$ cat config.mk
export PLATFORM = sky130hd
export DESIGN_NAME = bir_queue
export DESIGN_NICKNAME = d
export VERILOG_FILES = /design/src/hdl/bir_pkg.sv /design/src/hdl/bir_queue.sv
export SDC_FILE = /design/constraint.sdc
export NUM_CORES = 1
export LEC_CHECK = 0
export ABC_AREA = 1
export BUFFER_PORTS_ARGS = -buffer_cell sky130_fd_sc_hd__buf_2
export CAP_MARGIN = 20
export CORE_MARGIN = 8
export CORE_UTILIZATION = 38
export CTS_CLUSTER_DIAMETER = 120
export DETAILED_ROUTE_END_ITERATION = 6
export GPL_ROUTABILITY_DRIVEN = 0
export PLACE_DENSITY = 0.52
export SLEW_MARGIN = 10
export SYNTH_ARGS = -nofsm -noshare
export SYNTH_HDL_FRONTEND = slang
export SYNTH_SLANG_ARGS = --single-unit
$ cat constraint.sdc
create_clock -name clk -period 5.36 [get_ports clk]
set_input_delay 0.536 -clock clk [delete_from_list [all_inputs] [get_ports clk]]
set_output_delay 0.536 -clock clk [all_outputs]
set_load 0.02 [all_outputs]
$ cat src/hdl/bir_pkg.sv
// ---------------------------------------------------------------------------
// bir_pkg
// Shared types, widths and helpers for the bilinear image resampler.
// ---------------------------------------------------------------------------
package bir_pkg;

    localparam int SAMPLE_W   = 16;
    localparam int MAX_W      = 256;
    localparam int MAX_H      = 256;
    localparam int IDX_W      = 8;
    localparam int SIZE_W     = 9;
    localparam int LOAD_W     = 12;
    localparam int CFG_W      = 32;
    localparam int CFG_IDX_W  = 3;
    localparam int BANK_DEPTH = (MAX_W / 2) * (MAX_H / 2);
    localparam int BANK_AW    = $clog2(BANK_DEPTH);
    localparam int PROD_W     = 45;
    localparam int COORD_W    = 46;
    localparam int FRAC_W     = 47;
    localparam int FRAC_LO    = 23;
    localparam int PA_W       = 41;
    localparam int BLEND_W    = 49;
    localparam int DIFF_W     = 50;
    localparam int E_LO       = 24;
    localparam int WIDE_W     = 98;

    localparam logic [CFG_IDX_W-1:0] REG_X_ORIGIN   = 3'd0;
    localparam logic [CFG_IDX_W-1:0] REG_X_STEP     = 3'd1;
    localparam logic [CFG_IDX_W-1:0] REG_Y_ORIGIN   = 3'd2;
    localparam logic [CFG_IDX_W-1:0] REG_Y_STEP     = 3'd3;
    localparam logic [CFG_IDX_W-1:0] REG_SRC_WIDTH  = 3'd4;
    localparam logic [CFG_IDX_W-1:0] REG_SRC_HEIGHT = 3'd5;

    typedef struct packed {
        logic signed [CFG_W-1:0] x_origin;
        logic signed [CFG_W-1:0] x_step;
        logic signed [CFG_W-1:0] y_origin;
        logic signed [CFG_W-1:0] y_step;
        logic [SIZE_W-1:0]       src_width;
        logic [SIZE_W-1:0]       src_height;
    } cfg_t;

    typedef struct packed {
        logic [IDX_W-1:0]        i0;
        logic [IDX_W-1:0]        i1;
        logic signed [FRAC_W-1:0] frac;
    } axis_t;

    // One classified item as it travels from the front end to the back end.
    typedef struct packed {
        logic                     query;
        logic                     load_ok;
        logic [IDX_W-1:0]         x0;
        logic [IDX_W-1:0]         x1;
        logic [IDX_W-1:0]         y0;
        logic [IDX_W-1:0]         y1;
        logic signed [FRAC_W-1:0] u;
        logic signed [FRAC_W-1:0] v;
        logic [SAMPLE_W-1:0]      sample;
    } job_t;

    // A size of zero acts as one; anything above the store bound acts as the bound.
    function automatic logic [SIZE_W-1:0] eff_size(logic [SIZE_W-1:0] s,
                                                   logic [SIZE_W-1:0] bound);
        logic [SIZE_W-1:0] r;
        if (s == '0)
            r = SIZE_W'(1);
        else if (s > bound)
            r = bound;
        else
            r = s;
        return r;
    endfunction

    // Base index truncated toward zero and clamped, neighbour and fraction.
    function automatic axis_t resolve_axis(logic signed [COORD_W-1:0] c,
                                           logic [SIZE_W-1:0] size);
        logic [COORD_W-17:0] whole;
        logic [SIZE_W-1:0]   top_idx;
        logic [SIZE_W-1:0]   base;
        logic [SIZE_W-1:0]   nb;
        axis_t               r;
        top_idx = size - SIZE_W'(1);
        whole   = c[COORD_W-1:16];
        if (c[COORD_W-1])
            base = '0;
        else if (whole > {{(COORD_W-16-SIZE_W){1'b0}}, top_idx})
            base = top_idx;
        else
            base = whole[SIZE_W-1:0];
        nb = ((base + SIZE_W'(1)) < size) ? base + SIZE_W'(1) : top_idx;
        r.i0   = base[IDX_W-1:0];
        r.i1   = nb[IDX_W-1:0];
        r.frac = FRAC_W'(c) - $signed(FRAC_W'({base, 16'h0000}));
        return r;
    endfunction

endpackage

$ cat src/hdl/bir_queue.sv
// ---------------------------------------------------------------------------
// bir_queue
// Short first-in first-out queue of classified items between the two ends.
// ---------------------------------------------------------------------------
module bir_queue import bir_pkg::*; (
    input  logic clk,
    input  logic rst_n,
    input  logic push,
    input  job_t job_in,
    input  logic pop,
    output job_t job_out,
    output logic empty,
    output logic nearly_full
);

    localparam int DEPTH = 4;
    localparam int PTR_W = $clog2(DEPTH);

    job_t               slot_reg [DEPTH];
    logic [PTR_W-1:0]   wr_ptr_reg;
    logic [PTR_W-1:0]   rd_ptr_reg;
    logic [PTR_W:0]     count_reg;
    logic [PTR_W:0]     count_next;
    logic               do_pop;

    assign do_pop = pop && (count_reg != '0);

    always_comb
    begin
        count_next = count_reg;
        if (push && !do_pop)
            count_next = count_reg + (PTR_W + 1)'(1);
        else if (!push && do_pop)
            count_next = count_reg - (PTR_W + 1)'(1);
    end

    always_ff @(posedge clk or negedge rst_n)
    begin
        if (!rst_n)
        begin
            wr_ptr_reg <= '0;
            rd_ptr_reg <= '0;
            count_reg  <= '0;
        end
        else
        begin
            if (push)
                wr_ptr_reg <= wr_ptr_reg + PTR_W'(1);
            if (do_pop)
                rd_ptr_reg <= rd_ptr_reg + PTR_W'(1);
            count_reg <= count_next;
        end
    end

    always_ff @(posedge clk)
    begin
        if (push)
        begin
            slot_reg[wr_ptr_reg] <= job_in;
        end
    end

    assign job_out     = slot_reg[rd_ptr_reg];
    assign empty       = (count_reg == '0);
    // One item may still be in the front end when it is told to stop.
    assign nearly_full = (count_reg >= (PTR_W + 1)'(DEPTH - 2));

endmodule

# [Yosys cells after proc, flatten, opt, wreduce, memory -nomap -nowiden]
# Memories as Yosys holds them, arrays and structs flattened.
# Cells that the tools add are included.
[totals] reg_bits=7 ramBits=576 input_bits=148 output_inout_bits=146 word_cells=21 mem_count=1
[op_classes] add_sub_neg=4 order_cmp=1 n_mux=4 n_reduce_logical=8
[memory_table] memory="slot_reg" words=4 width=144 rd=1 rd_clocked_by_memory_dff=0 write_ports=1 line="bir_queue.sv:19" rtl="job_t slot_reg [DEPTH];"
[ops] op="$mux 3" n=2
[ops] op="$add 2x1->2 const B" n=2
[ops] op="$add 3x1->3 const B" n=1
[ops] op="$ge 3x2->1 const B" n=1
[ops] op="$logic_and 1x1->1" n=3
[ops] op="$logic_not 3->1" n=1
[ops] op="$reduce_bool 3->1" n=1
[ops] op="$sub 3x1->3 const B" n=1
[ops] op="$logic_not 1->1" n=2
[ops] op="$mux 1" n=2
[ops] op="$reduce_bool 2->1" n=1

# [Logic depth before layout (Yosys ltp)]
[logic_depth] word_depth=5 ltp_mapped=11 depth_no_buf=11

# [Worst setup path after synthesis]
# OpenSTA, ideal clock, no wires.
[synth_path] kind="input to register" startpoint="input port push" endpoint="memory slot_reg[1][0] in the netlist's numbering, enable pin" arrival_ps=3611 required_time_ps=4863 setup_slack_ps=1251 path_stages=3 path_buffers=1 cell_sequence="clkbuf_1 > nand2_1 > inv_1"
[synth_via] elab_chain_cells=2
[synth_rtl] item="from (decl)" line="bir_queue.sv:8" rtl="input logic push,"
[synth_rtl] item="$mux 1" line="bir_queue.sv:57" rtl="if (push)"
[synth_rtl] item="$mux 1 (implied by the code)" line="bir_queue.sv:59" rtl="slot_reg[wr_ptr_reg] <= job_in;"
[synth_rtl] item="to (decl)" line="bir_queue.sv:19"
# Every way passes these cells.

==> run metrics <==
Fin Hold WS 0.144 ns; drt via density 4.78; setup TNS 0 ns; setup slack, reg-to-reg 2.98 ns; Hold Path End slot_reg[0][129]$_DFFE_PP_; count of final setup violators 0; DRT iter0 DRCs 822; Mapped Area 23300 um^2; Synth area leaders edfxtp_1 (74%), o211ai_1 (9.3%), nand2_1 (7.3%); # clock sinks 583; commonest non-fill, non-tap cell in the layout edfxtp_1; most frequent cells in the layout edfxtp_1 (576), nand2_1 (451), inv_1 (297); Cells after Synth 1735; max incr delay on CP 0.52 ns; first-pass GRT wire length 81100 um; Max-Cap Viols 0; Final Util 0.452; # IOs 294; Clock Tree Buf Depth 3; # rows 90; Die W 263 um; CTS tree done; Max Fclk 0.283 GHz; drt pass-1 iters 4; clock buffers created by TritonCTS 60; Core Region 60500 um^2; H-tree levels 2; via count 13600; input/output buffers 293; setup bufs post-CTS 0; number of flip-flops in the largest register 576; Crit Path Max Fanout 257; Cell Chain, Critical Path inv_16 -> buf_12 -> nand2_1 -> o211ai_1 -> nand2_1 -> buf_2; post-route ant nets 0; startpoint types flip-flop; Most used DFF post-synth edfxtp_1; post-synth net total 1889; Crit. End Element primary output; Fin Clk Skew 0.0156 ns; Yosys reg bits 583; yosys warns 0; slowest CP cell buf_12; Tcrit/Tclk final 0.660; Area Growth Syn to Fin 17.4%; share of the synthesized area in the top cell type 0.743; largest net degree at the start of global routing 258; Worst R2R Path Depth 5; Pwr Density 585 nW/um^2; PnR worst setup slack 1.82 ns; Die ar. 69400 um^2; DRC Markers 0; fin. max-slew vios 0; worst vdd rail ir drop 0.460 mV; Req. time, crit path 4.82 ns; Top cell by count, worst path nand2_1; worst reg2reg path startpoint wr_ptr_reg[1]$_DFFE_PN0P_; later-pin clock latency in the skew report 0.60 ns; register area 17500 um^2; Hold Path Class in2reg; Syn Area/Cell 13.4 um^2; drt wl/cell 18.4 um; final net count 2161; Post-synth EDFFs 576; worst slew pin tran 1.07 ns; clk root buf clkbuf_16; post-place setup slack 2.46 ns; Worst Hold Depth 1; Post-Route WL 52400 um; Buf+Inv Stages, Crit Path 3; status complete, no violations; Seq/Total Area, Yosys 0.751; number of distinct library cells after synthesis 19; Rel. slew slack 0.287; Hold Vio Cnt, Final 0; min cycle time layout 3.54 ns; footprint of the multi-input gates 3990 um^2; GRT Total Usage 0.148; r2r endpoint slot_reg[1][58]$_DFFE_PP_; RSZ-0062 raised after global routing false; initial antenna violation count 7; Crit path max-delay family buffers and inverters; fill cell count 5449; Clock transition at path regs 0.06 ns; Die H 263 um; Hold Startpoint job_in[129]; Worst EP arrival 3.00 ns; layout cells sized above 1 0.194; vias in the first global route 13700; Setup Crit Path Kind reg2out; detailed placement HPWL 30900 um; Static Leak 10.9 nW; grt total ovfl 0; starting density of the core 0.385; leading area contributor after synthesis edfxtp_1; async set-or-reset flop fraction in the synthesized netlist 0.0120
metrics by stage:
| stage | total power, mW | instances | instance area (um^2) |
|---|---|---|---|
| 2_1_floorplan | 10.2 | 1735 | 23300 |
| 3_3_place_gp | 11.9 | 2726 | 25300 |
| 3_5_place_dp | 12.0 | 2726 | 25300 |
| 4_1_cts | 16.3 | 2838 | 27300 |
| 5_1_grt | 16.9 | 2842 | 27300 |
| 6_report | 16.0 | 2845 | 27300 |
logic make-up (layout without fill, tap and decap cells):
group                    after synthesis  count (layout)  share of synthesized area
adder cells (fa/ha/maj)                6               6                    0.00355
AO/OA/AOI/OAI                        290             290                     0.0933
buffers and inverters                398             719                     0.0779
AND/OR/NAND/NOR                      456             456                     0.0738
flip-flops                           583             583                      0.751
other                                  0               7                          0
XOR/XNOR                               2               2                   0.000753
per-layer routing:
layer | global-route usage | wire length (um) | vias to the layer above
li1 | - | - | 6634
met1 | 0.184 | 22400 | 6608
met2 | 0.258 | 26100 | 264
met3 | 0.0301 | 2490 | 89
met4 | 0.0493 | 1400 | 4
met5 | 0 | 23 | -
area by class of cell:
class	count	share of cell area
Clock buffer	76	0.0594
Sequential cell	583	0.639
Multi-Input combinational cell	754	0.146
Inverter	303	0.0430
Clock inverter	35	0.0155
Antenna cell	7	0.000641
Timing Repair Buffer	305	0.0602
Tap cell	782	0.0358
cell usage after synthesis (all sizes together) (2+ instances only):
master,n
o211ai,288
nand2,451
buf,72
inv,303
o21ai,2
ha,5
dfrtp,7
edfxtp,576
clkbuf,23
nand3,3
how the worst max path moves through the flow:
stage	from	end	slack [ns]	cells after the start
after floorplan	push	slot_reg[1][0]$_DFFE_PP_	1.25	3
after global placement	rd_ptr_reg[1]$_DFFE_PN0P_	job_out[111]	2.47	5
after detailed placement	rd_ptr_reg[1]$_DFFE_PN0P_	job_out[111]	2.46	5
after CTS	rd_ptr_reg[1]$_DFFE_PN0P_	job_out[111]	1.80	5
after global routing	rd_ptr_reg[0]$_DFFE_PN0P_	job_out[84]	1.63	6
final	rd_ptr_reg[0]$_DFFE_PN0P_	job_out[78]	1.82	6
timing repair:
action                                 CTS  global route
hold buffers                             1             0
setup endpoints to repair                0             0
gates resized for setup                  0             0
endpoints found under the hold margin    7             0
where the power goes:
group          internal, mW  switching (mW)
clock                  2.61            1.69
combinational          1.52            3.96
sequential             5.96           0.258
total                  10.1            5.91
Power figures use the tool's default switching activity.
