===== src/hdl/bir_pkg.sv =====
// ---------------------------------------------------------------------------
// bir_pkg
// Shared types, widths and helpers for the bilinear image resampler.
// ---------------------------------------------------------------------------
package bir_pkg;

    localparam int SAMPLE_W   = 16;
    localparam int MAX_W      = 256;
    localparam int MAX_H      = 256;
    localparam int IDX_W      = 8;
    localparam int SIZE_W     = 9;
    localparam int LOAD_W     = 12;
    localparam int CFG_W      = 32;
    localparam int CFG_IDX_W  = 3;
    localparam int BANK_DEPTH = (MAX_W / 2) * (MAX_H / 2);
    localparam int BANK_AW    = $clog2(BANK_DEPTH);
    localparam int PROD_W     = 45;
    localparam int COORD_W    = 46;
    localparam int FRAC_W     = 47;
    localparam int FRAC_LO    = 23;
    localparam int PA_W       = 41;
    localparam int BLEND_W    = 49;
    localparam int DIFF_W     = 50;
    localparam int E_LO       = 24;
    localparam int WIDE_W     = 98;

    localparam logic [CFG_IDX_W-1:0] REG_X_ORIGIN   = 3'd0;
    localparam logic [CFG_IDX_W-1:0] REG_X_STEP     = 3'd1;
    localparam logic [CFG_IDX_W-1:0] REG_Y_ORIGIN   = 3'd2;
    localparam logic [CFG_IDX_W-1:0] REG_Y_STEP     = 3'd3;
    localparam logic [CFG_IDX_W-1:0] REG_SRC_WIDTH  = 3'd4;
    localparam logic [CFG_IDX_W-1:0] REG_SRC_HEIGHT = 3'd5;

    typedef struct packed {
        logic signed [CFG_W-1:0] x_origin;
        logic signed [CFG_W-1:0] x_step;
        logic signed [CFG_W-1:0] y_origin;
        logic signed [CFG_W-1:0] y_step;
        logic [SIZE_W-1:0]       src_width;
        logic [SIZE_W-1:0]       src_height;
    } cfg_t;

    typedef struct packed {
        logic [IDX_W-1:0]        i0;
        logic [IDX_W-1:0]        i1;
        logic signed [FRAC_W-1:0] frac;
    } axis_t;

    // One classified item as it travels from the front end to the back end.
    typedef struct packed {
        logic                     query;
        logic                     load_ok;
        logic [IDX_W-1:0]         x0;
        logic [IDX_W-1:0]         x1;
        logic [IDX_W-1:0]         y0;
        logic [IDX_W-1:0]         y1;
        logic signed [FRAC_W-1:0] u;
        logic signed [FRAC_W-1:0] v;
        logic [SAMPLE_W-1:0]      sample;
    } job_t;

    // A size of zero acts as one; anything above the store bound acts as the bound.
    function automatic logic [SIZE_W-1:0] eff_size(logic [SIZE_W-1:0] s,
                                                   logic [SIZE_W-1:0] bound);
        logic [SIZE_W-1:0] r;
        if (s == '0)
            r = SIZE_W'(1);
        else if (s > bound)
            r = bound;
        else
            r = s;
        return r;
    endfunction

    // Base index truncated toward zero and clamped, neighbour and fraction.
    function automatic axis_t resolve_axis(logic signed [COORD_W-1:0] c,
                                           logic [SIZE_W-1:0] size);
        logic [COORD_W-17:0] whole;
        logic [SIZE_W-1:0]   top_idx;
        logic [SIZE_W-1:0]   base;
        logic [SIZE_W-1:0]   nb;
        axis_t               r;
        top_idx = size - SIZE_W'(1);
        whole   = c[COORD_W-1:16];
        if (c[COORD_W-1])
            base = '0;
        else if (whole > {{(COORD_W-16-SIZE_W){1'b0}}, top_idx})
            base = top_idx;
        else
            base = whole[SIZE_W-1:0];
        nb = ((base + SIZE_W'(1)) < size) ? base + SIZE_W'(1) : top_idx;
        r.i0   = base[IDX_W-1:0];
        r.i1   = nb[IDX_W-1:0];
        r.frac = FRAC_W'(c) - $signed(FRAC_W'({base, 16'h0000}));
        return r;
    endfunction

endpackage


===== src/hdl/bir_front.sv =====
// ---------------------------------------------------------------------------
// bir_front
// Accepts items, maps query coordinates into the source image and
// classifies each item as a load or a query for the back end.
// ---------------------------------------------------------------------------
module bir_front import bir_pkg::*; (
    input  logic                clk,
    input  logic                rst_n,
    input  logic                accept,
    input  logic                cmd,
    input  logic [LOAD_W-1:0]   col,
    input  logic [LOAD_W-1:0]   row,
    input  logic [SAMPLE_W-1:0] sample,
    input  cfg_t                cfg,
    output logic                push,
    output job_t                job
);

    logic                      valid_reg;
    logic                      cmd_reg;
    logic [LOAD_W-1:0]         col_reg;
    logic [LOAD_W-1:0]         row_reg;
    logic [SAMPLE_W-1:0]       sample_reg;
    logic signed [PROD_W-1:0]  px_reg;
    logic signed [PROD_W-1:0]  py_reg;

    logic signed [COORD_W-1:0] cx;
    logic signed [COORD_W-1:0] cy;
    axis_t                     ax;
    axis_t                     ay;
    logic [SIZE_W-1:0]         w_eff;
    logic [SIZE_W-1:0]         h_eff;

    always_ff @(posedge clk or negedge rst_n)
    begin
        if (!rst_n)
        begin
            valid_reg <= 1'b0;
        end
        else
        begin
            valid_reg <= accept;
        end
    end

    always_ff @(posedge clk)
    begin
        if (accept)
        begin
            cmd_reg    <= cmd;
            col_reg    <= col;
            row_reg    <= row;
            sample_reg <= sample;
            px_reg     <= $signed({1'b0, col}) * cfg.x_step;
            py_reg     <= $signed({1'b0, row}) * cfg.y_step;
        end
    end

    always_comb
    begin
        w_eff = eff_size(cfg.src_width, SIZE_W'(MAX_W));
        h_eff = eff_size(cfg.src_height, SIZE_W'(MAX_H));
        cx    = COORD_W'(cfg.x_origin) + COORD_W'(px_reg);
        cy    = COORD_W'(cfg.y_origin) + COORD_W'(py_reg);
        ax    = resolve_axis(cx, w_eff);
        ay    = resolve_axis(cy, h_eff);

        job.query   = cmd_reg;
        job.load_ok = !cmd_reg && (col_reg[LOAD_W-1:IDX_W] == '0)
                      && (row_reg[LOAD_W-1:IDX_W] == '0);
        job.sample  = sample_reg;
        job.u       = ax.frac;
        job.v       = ay.frac;
        if (cmd_reg)
        begin
            job.x0 = ax.i0;
            job.x1 = ax.i1;
            job.y0 = ay.i0;
            job.y1 = ay.i1;
        end
        else
        begin
            job.x0 = col_reg[IDX_W-1:0];
            job.x1 = col_reg[IDX_W-1:0];
            job.y0 = row_reg[IDX_W-1:0];
            job.y1 = row_reg[IDX_W-1:0];
        end
    end

    assign push = valid_reg;

endmodule


===== config.mk =====
export PLATFORM = sky130hd
export DESIGN_NAME = bir_front
export DESIGN_NICKNAME = d
export VERILOG_FILES = /design/src/hdl/bir_pkg.sv /design/src/hdl/bir_front.sv
export SDC_FILE = /design/constraint.sdc
export NUM_CORES = 2
export LEC_CHECK = 0
export BUFFER_PORTS_ARGS = -buffer_cell sky130_fd_sc_hd__buf_4
export CAP_MARGIN = 20
export CORE_MARGIN = 2
export CORE_UTILIZATION = 58
export DETAILED_ROUTE_END_ITERATION = 16
export PLACE_DENSITY = 0.9
export SLEW_MARGIN = 20
export SYNTH_ARGS = -nofsm -noshare
export SYNTH_HDL_FRONTEND = slang
export SYNTH_SLANG_ARGS = --single-unit

===== constraint.sdc =====
create_clock -name clk -period 11.18 [get_ports clk]
set_input_delay 2.236 -clock clk [delete_from_list [all_inputs] [get_ports clk]]
set_output_delay 2.236 -clock clk [all_outputs]
set_load 0.01 [all_outputs]

== Word-level counts from Yosys, hierarchy flattened ==
Cells that the tools add are included.
Word-level totals
  logic and storage cells: 41
  bits in latches: 0
  bits in registers: 132
  RAM bits: 0
  memories: 0
  ROM bits: 0
Operators by class
  $mul: 2
  div/mod/pow operators: 0
  add/sub/neg operators: 8
  shifts and indexed selects: 0
  multiplexer cells: 11
  equality and inequality tests: 0
  reduce and logical (&&, ||, !) cells: 7
  bitwise logic cells: 0
  order comparisons: 6
Operator list (count)
  subtractor 46 x 26 -> 47 bit: 2
  adder 32 x 45 -> 46 bit: 2
  multiplier 13 x 32 -> 45 bit: 2
  two-way mux 9 bit: 8
  > comparator 30 x 9 -> 1 bit: 2
  two-way mux 32 bit: 1
  adder 9 x 1 -> 9 bit (second input constant): 2
  > comparator 9 bit (second input constant): 2
  logical NOT 9 bit: 2
  less-than comparator 9 bit: 2
  subtractor 9 x 1 -> 9 bit (second input constant): 2
  two-way mux 8 bit: 2
  logical NOT 4 bit: 2
  logical AND 1 bit: 2
  logical NOT 1 bit: 1

== Depth between registers and ports, before layout ==
  depth in word-level cells: 11
  mapped depth: 42
  depth with buffers taken out: 39

== Worst setup path after synthesis ==
OpenSTA, ideal clock, no wires.
  path type: in2out
  start point: input port cfg[114] (netlist name)
  end point: output port job[107] (netlist name)
  path slack: -480 ps
  stages: 40
  arrival: 9424 ps
  cell sequence: ha_1 -> inv_1 -> fa_1 -> nand2b_1 -> a21oi_1 -> o21ai_1 -> a311o_1 -> nor2b_1 -> o21ai_0 -> xor2_1 -> ha_1 -> a21oi_1 -> o221ai_1 -> a21oi_1 -> nor2_1 -> o21ai_0 -> mux2_2 -> nand4b_1 -> (+4 left out) -> o211a_1 -> ha_1 -> inv_1 -> fa_1 -> a21o_1 -> a21oi_1 -> o21ai_0 -> a21oi_1 -> o21ai_0 -> a21oi_1 -> nor2b_1 -> nor3_1 -> nor2b_1 -> nand3_1 -> nor2_1 -> nand2_1 -> o31ai_1 -> o21ai_0
RTL lines
  start: declaration: RTL line bir_front.sv:14  | input cfg_t cfg,
  end: declaration: RTL line bir_front.sv:16  | output job_t job

==> out/qor.yml <==
logic_synthesis:
  synth-edff-count: 131
  yosys_warnings: 0
  synth-seq-cells: 132
  mappedNetlistArea_mm2: 0.0391
  synth_flop_cell: "edfxtp_1"
  synth.avg_cell_area_um2: 8.80
  syn_nets: 5653
  synth_seq_area_share_pct: 10.1
  netlist_instances: 4441
  synth-async-reset-ratio_pct: 0.758
  synth_cell_types: 90
route:
  finalWirelength_mm: 121
  wl_per_cell_um: 20.9
  drt-initial-drc-count: 3582
  drtAntennaViolNets: 0
  vias: 34445
  firstDrtPassIters: 8
  remaining_drc_errors: 0
  viasPerCell: 5.94
placed_design:
  preCtsSetupSlack_ns: -0.644
  place.gp.congestion: 1.03
  hpwl_mm: 95.2
  portBuffers: 334
run:
  maxCapViolCount: 0
critical_path:
  worst-setup-path-type: "in -> out"
  slowest_stage: "fa_2"
  cp-start-kind: "primary input"
  crit_fanout: 7
  cpPeakStageDelay_ns: 0.39
  crit_required_ns: 8.94
  worstPathArrival_ns: 9.02
  end_kind: "primary output"
  cp_common_cell: "nand4_1"
timing:
  final_max_slew_viol_count: 0
  timing.slew.headroom_pct: 38.7
  finalSetupViolations: 3
  fin_crit_ns: 11.25
  whs_ns: 1.51
  tightest_slew_ns: 0.911
  rsz0062_at_grt: "yes"
  fmax_mhz: 88.9
  min_period_over_period_pct: 101
  timing.final.ws_setup_ns: -0.0737
  hold_viol: 0
global_routing:
  grt_max_degree: 85
  grt_first_pass_wirelength_mm: 189
  antenna_found_initial: 10
  grt_remaining_overflow: 0
  first_global_vias: 35702
  grtUsageTotal_pct: 34.6
die:
  die_height_um: 264
  core.rowCount: 95
  pin_count: 335
  dieArea_mm2: 0.0694
  coreArea_mm2: 0.0669
  die_w_um: 264
  start_util_pct: 58.4
clock_tree:
  path_clk_slew_ns: 0.07
  h-tree-depth: 4
  cts_tree: "yes"
  clockRootBuffer: "clkbuf_16"
  cts_sinks: 132
  cts_made_buffers: 17
  clockBufferDepth: 2
cells_and_area:
  area_growth_pct: 16.9
  mostFrequentLayoutCell: "inv_1"
  final_cell_mix: "757 x inv_1, 676 x fa_1, 610 x buf_4, 541 x nand2_1, 415 x and2_1"
  post-route-util_pct: 68.3
  layout-drive-gt1-share_pct: 16.7
  num-nets-final: 6117
min_path:
  hold_path_class: "in -> async"
outcome:
  status: "complete, but fails checks"
  violations: "negative setup slack"
cell usage after synthesis, types with 5 or more instances:
library cell / n / area, µm²
inv_1: 761 / 2860
fa_1: 680 / 13600
nand2_1: 552 / 2070
and2_1: 416 / 2600
ha_1: 342 / 4280
a21oi_1: 209 / 1050
nor2_1: 173 / 649
clkbuf_1: 171 / 642
xnor2_1: 154 / 1350
edfxtp_1: 131 / 3930
o21ai_0: 117 / 586
a21o_1: 84 / 631
xor2_1: 71 / 622
nand3_1: 42 / 210
nand4_1: 42 / 263
nor3_1: 41 / 205
nor2b_1: 40 / 250
o21a_1: 38 / 285
nand2b_1: 34 / 213
o21bai_1: 21 / 158
a211oi_1: 20 / 150
o211ai_1: 20 / 150
o21ai_1: 18 / 90.1
and3_1: 16 / 100
mux2i_1: 15 / 150
nor4_1: 15 / 93.8
or3_1: 15 / 93.8
a31oi_1: 14 / 87.6
o31ai_1: 12 / 90.1
a21boi_0: 11 / 82.6
nand3b_1: 11 / 82.6
a211o_1: 7 / 61.3
o211a_1: 7 / 70.1
or2_2: 7 / 43.8
and4_1: 6 / 52.6
mux2_2: 6 / 67.6
a311oi_1: 5 / 43.8
a41oi_1: 5 / 43.8
buf_2: 5 / 25.0
buf_4: 5 / 37.5
nor4b_1: 5 / 43.8
o311a_1: 5 / 50.1
cell type report:
type | instances | area, µm²
fillers | 4883 | 21200
inverters | 764 | 2870
clock inverters | 14 | 153
multi-input cells | 3360 | 32300
flip-flops and latches | 132 | 3960
diodes | 8 | 20.0
well taps | 873 | 1090
clock buffers | 18 | 429
repair buffers | 630 | 4810
worst max-delay path: cells and delay by family:
kind	cells	cell delay, ns
compound gates	10	2.00
xor+xnor	2	0.26
fa+ha+maj	5	1.38
buf+inv	6	0.76
mux	1	0.21
simple gates	16	2.14
metrics by stage:
stage / std cells / instance area, µm² / setup TNS, ns
2_1_floorplan: 4441 / 39100 / -0.112
3_3_place_gp: 5712 / 43900 / -2.45
3_5_place_dp: 5712 / 43900 / -11.91
4_1_cts: 5764 / 44700 / 0
5_1_grt: 5795 / 45700 / -11.00
6_report: 5799 / 45700 / -0.142
worst paths after layout:
kind,from,end,slack (ns)
max in group asynchronous,rst_n,push,9.59
min,rst_n,push,1.51
max,cfg[50],job[114],-0.07
min in group clk,sample[9],sample_reg[9],1.92
repair_timing:
item                                    4_1_cts  5_1_grt
hold buffers                                  0        0
pin swaps                                    21      120
endpoints found under the setup margin       53       60
setup buffers                                20       34
gates resized for setup                      39      158
metal layers:
layer | wire, µm | GRT usage [%] | up-vias
li1 | - | - | 15057
met1 | 46100 | 44.3 | 16796
met2 | 55800 | 56.2 | 2076
met3 | 12300 | 6.77 | 506
met4 | 6720 | 17.2 | 10
met5 | 59 | 0 | -
logic make-up (layout without fill, tap and decap cells):
group	count (synthesis)	count (layout)	synth area share, %
xor+xnor	225	225	5.04
mux	25	25	0.679
buf+inv	949	1426	9.18
simple gates	1438	1438	18.5
flops	132	132	10.1
other cells	0	8	0
fa+ha+maj	1022	1022	45.8
compound gates	650	650	10.7
Power is not shown: default switching activity piles up to over one toggle a cycle in this logic, so the estimate is an artifact.
